===== src/fpn_pkg.sv =====
// Shared types, widths and register codes of the frame power normalizer.
// No dependencies; every other file of the block imports this package.
package fpn_pkg;

  parameter int DEF_MAX_SAMPLES  = 4096;
  parameter int DEF_MAX_ANTENNAS = 2;

  parameter int SAMPLE_W   = 16;
  parameter int OUT_W      = 40;
  parameter int GAIN_W     = 40;
  parameter int ENERGY_W   = 46;
  parameter int AMP_W      = 32;
  parameter int LEN_W      = 13;
  parameter int START_W    = 12;
  parameter int ANT_W      = 2;
  parameter int BITS_W     = 5;
  parameter int CFG_IDX_W  = 3;
  parameter int CFG_DATA_W = 32;

  typedef enum logic [CFG_IDX_W-1:0] {
    REG_WINDOW_START     = 3'd0,
    REG_WINDOW_LENGTH    = 3'd1,
    REG_ANTENNA_COUNT    = 3'd2,
    REG_SAMPLE_BITS      = 3'd3,
    REG_TARGET_AMPLITUDE = 3'd4
  } cfg_reg_t;

  typedef enum logic {
    OP_LOAD  = 1'b0,
    OP_DRAIN = 1'b1
  } op_t;

  typedef struct packed {
    logic                start;
    logic [ENERGY_W-1:0] energy;
    logic [AMP_W-1:0]    amp;
    logic [LEN_W-1:0]    len;
    logic [BITS_W-1:0]   bits;
  } gain_req_t;

  typedef struct packed {
    logic              busy;
    logic [GAIN_W-1:0] gain;
  } gain_stat_t;

endpackage


===== src/fpn_lane.sv =====
// One scaling lane: multiplies a sample by the frame gain and saturates.
// Depends on fpn_pkg for the widths.
module fpn_lane (
  input  logic                                clk,
  input  logic                                en,
  input  logic signed [fpn_pkg::SAMPLE_W-1:0] sample,
  input  logic [fpn_pkg::GAIN_W-1:0]          gain,
  output logic signed [fpn_pkg::OUT_W-1:0]    result,
  output logic                                clip
);
  import fpn_pkg::*;

  localparam int PROD_W = SAMPLE_W + GAIN_W + 1;

  logic signed [PROD_W-1:0] prod;
  logic                     ovf;
  logic signed [OUT_W-1:0]  sat;

  always_comb begin
    ovf = !((&prod[PROD_W-1:OUT_W-1]) || !(|prod[PROD_W-1:OUT_W-1]));
    if (!ovf) begin
      sat = prod[OUT_W-1:0];
    end else if (prod[PROD_W-1]) begin
      sat = {1'b1, {(OUT_W-1){1'b0}}};
    end else begin
      sat = {1'b0, {(OUT_W-1){1'b1}}};
    end
  end

  always_ff @(posedge clk) begin
    if (en) begin
      prod   <= PROD_W'(sample) * $signed({1'b0, gain});
      result <= sat;
      clip   <= ovf;
    end
  end

endmodule


===== config.mk =====
export PLATFORM = sky130hd
export DESIGN_NAME = fpn_lane
export DESIGN_NICKNAME = d
export VERILOG_FILES = /design/src/fpn_pkg.sv /design/src/fpn_lane.sv
export SDC_FILE = /design/constraint.sdc
export NUM_CORES = 2
export LEC_CHECK = 0
export ABC_AREA = 1
export BUFFER_PORTS_ARGS = -buffer_cell sky130_fd_sc_hd__buf_2
export CORE_MARGIN = 2
export CORE_UTILIZATION = 60
export DETAILED_ROUTE_END_ITERATION = 8
export PLACE_DENSITY = 0.81
export SKIP_LAST_GASP = 1
export SLEW_MARGIN = 10
export SYNTH_ARGS = -nofsm -noshare
export SYNTH_HDL_FRONTEND = slang
export SYNTH_SLANG_ARGS = --single-unit

===== constraint.sdc =====
create_clock -name clk -period 6.6 [get_ports clk]
set_input_delay 1.32 -clock clk [delete_from_list [all_inputs] [get_ports clk]]
set_output_delay 1.32 -clock clk [all_outputs]
set_load 0.05 [all_outputs]

==> run summary <==
GPL Wtd Cong: 0.951
Synthesized Nets: 4,268
Min-delay src: prod[9]$_DFFE_PP_
Non-Filler Instances: 4,337
Tightest Hold Check Type: register to register
Final Hold Fails: 0
Vias in the first global route: 23,400
Slew Limit Headroom: 42.3%
Unrepaired setup endpoints after global routing: true
Vias per Instance: 5.05
Hold EP: result[9]$_DFFE_PP_
Core area: 43,300 um^2
Overflow after GRT: 0
Die W: 214 um
First-pass GRT wire length: 111 mm
Cell Area, Placed: 29,300 um^2
WL final: 65.8 mm
Final hold slack: 0.519 ns
Hold Buf Count CTS: 0
DIE AREA: 45,700 um^2
Commonest non-fill, non-tap cell in the layout: nand2_1
Tot GR Track Use: 31.1%
Clock Tree Root: clkbuf_16
Synth warn: 0
Placed Cells: 4,321
Postcts setup bufs: 0
Worst EP arrival: 6.54 ns
# clock sinks: 98
Post-synthesis sequential area ratio: 11.2%
CP max FO: 17
CTS tree: yes
Slew Limit Fails: 0
Wire per inst: 15.2 um
Period minus WS final: 6.42 ns
Synth Cell Area: 26,400 um^2
R2R Setup Slk: 4.41 ns
Hpwl dp: 56.9 mm
RR Endpoint: result[23]$_DFFE_PP_
CTS buffer count: 9
H-tree depth: 3
PortBufs: 98
Fin nets: 4,505
Routed Antenna Nets: 0
Fmax: 156 MHz
DRT Pass-1 Iters: 6
IO Pins: 99
Setup crit end kind: register
Worst-margin pin slew: 0.866 ns
Worst EP required: 6.71 ns
Rows: 76
Final setup vio count: 0
Largest net degree at the start of global routing: 69
Number of library cell types mapped by synthesis: 30
Max-Cap Viols: 0
Deepest clock path buffer count: 2
Fraction of final layout cells sized beyond drive strength 1: 11.9%
Area Growth Syn to Fin: 13.2%
Final period util: 97.3%
Clk_lat worst skew: 0.36 ns
Cell count of the worst reg-to-reg path: 6
Starting Density: 61.0%
Most frequent cells in the layout: nand2_1 (1,120), inv_1 (1,118), fa_1 (530)
Initial antenna violation count: 0
Mapped Avg Cell Area: 7.52 um^2
Startpoint Class: input port
Clock skew: 0.0162 ns
DIE HEIGHT: 214 um
Design area: 29,900 um^2
Clock-pin slew on the worst setup and hold paths: 0.08 ns
Outcome: finished, final reports clean
Diodes inserted: 0
Initial DRC Count: 1,429
Via Count: 21,900
Reg2reg start: prod[41]$_DFFE_PP_
WS Path Type: input port to register
Post-Syn Instances: 3,510
Post-route DRC: 0
WHS Path Cells: 2
Post-synthesis sequential element count: 98
# fillers: 3,459
==> metal layers <==
layer,global-route usage [%],wire (um),up-vias
li1,-,-,10200
met1,36.9,24800,10500
met2,54.4,32900,882
met3,4.50,4140,270
met4,17.7,3950,0
met5,0,0,-
==> area by class of cell <==
| cell class | instances | area (um^2) | share of cell area, % |
|---|---|---|---|
| inverters | 1118 | 4200 | 14.1 |
| flip-flops and latches | 98 | 2940 | 9.85 |
| multi-input cells | 2155 | 18900 | 63.2 |
| clock buffers | 9 | 225 | 0.754 |
| clock inverters | 7 | 81.3 | 0.272 |
| well taps | 585 | 732 | 2.45 |
| repair buffers | 365 | 2810 | 9.42 |
==> timing repair <==
action / CTS / global route
endpoints found under the setup margin: 2 / 38
pin swaps: 0 / 2
gates resized for setup: 1 / 58
cloned: 0 / 0
==> sequential cells by signal (all words and copies together) (netlist names) <==
| register | cells |
|---|---|
| prod | 57 |
| result | 40 |
| clip | 1 |
==> cells in the mapped netlist <==
cell      count  share of area, %
fa_1        530                40
nor4_2        1             0.047
xnor2_1       4              0.13
nor3_2        1             0.038
a21boi_0      1             0.028
nor4_1        4             0.095
and2_0        1             0.024
nor2_1      120               1.7
xor2_1       29              0.96
edfxtp_1     98                11
nor3_1       10              0.19
nand3_1      65               1.2
nand4_1      18              0.43
nand2_1    1128                16
a21o_1        1             0.028
nand2_2       1             0.024
ha_1        170               8.1
o21ai_0       2             0.038
o21bai_1      7              0.20
clkbuf_1    129               1.8
and3_1        3             0.071
buf_2         4             0.076
or2_2        16              0.38
a21oi_1      36              0.68
o21ai_2       1             0.033
inv_1      1118                16
nand3b_1      1             0.028
buf_6         4              0.17
and2_1        5              0.12
buf_1         2             0.028
==> critical path: stages <==
cell	delay [ns]
buf_6	0.15
buf_12	0.17
nand2_1	0.06
inv_1	0.05
fa_1	0.54
inv_1	0.06
fa_1	0.53
inv_1	0.05
fa_1	0.49
inv_1	0.05
fa_1	0.55
fa_1	0.46
fa_1	0.54
inv_1	0.05
ha_1	0.34
nand2_1	0.10
inv_1	0.09
nand2_1	0.13
buf_4	0.18
nor3_1	0.27
nand3_1	0.15
nand4_1	0.11
nand2_1	0.06
==> worst max-delay path by stage <==
| stage | start | to | depth (start not counted) |
|---|---|---|---|
| 2_1_floorplan | gain[25] | prod[46]$_DFFE_PP_ | 23 |
| 3_3_place_gp | sample[1] | prod[48]$_DFFE_PP_ | 23 |
| 3_5_place_dp | sample[2] | prod[42]$_DFFE_PP_ | 25 |
| 4_1_cts | sample[1] | prod[56]$_DFFE_PP_ | 21 |
| 5_1_grt | sample[10] | prod[40]$_DFFE_PP_ | 24 |
| 6_report | sample[1] | prod[44]$_DFFE_PP_ | 23 |
==> per-stage QoR <==
step | worst slack [ns] | setup TNS, ns | utilization (%)
after floorplan | 0.0857 | 0 | -
after global placement | -0.274 | -6.86 | 67.8
after detailed placement | -0.366 | -10.09 | 67.8
after CTS | 0.00971 | 0 | 68.5
after global routing | -0.0621 | -0.207 | 69.0
final | 0.178 | 0 | 69.0
==> cells by family after synthesis <==
family | Yosys count | share of synthesized area [%]
AO/OA/AOI/OAI | 48 | 1.01
flip-flops | 98 | 11.2
AND/OR/NAND/NOR | 1374 | 20.4
buffers and inverters | 1257 | 18.0
XOR/XNOR | 33 | 1.10
adder cells (fa/ha/maj) | 700 | 48.3
Power is left out: the tool's default activity adds up to more than one toggle a clock period on the data nets, which glitch-free logic cannot reach.
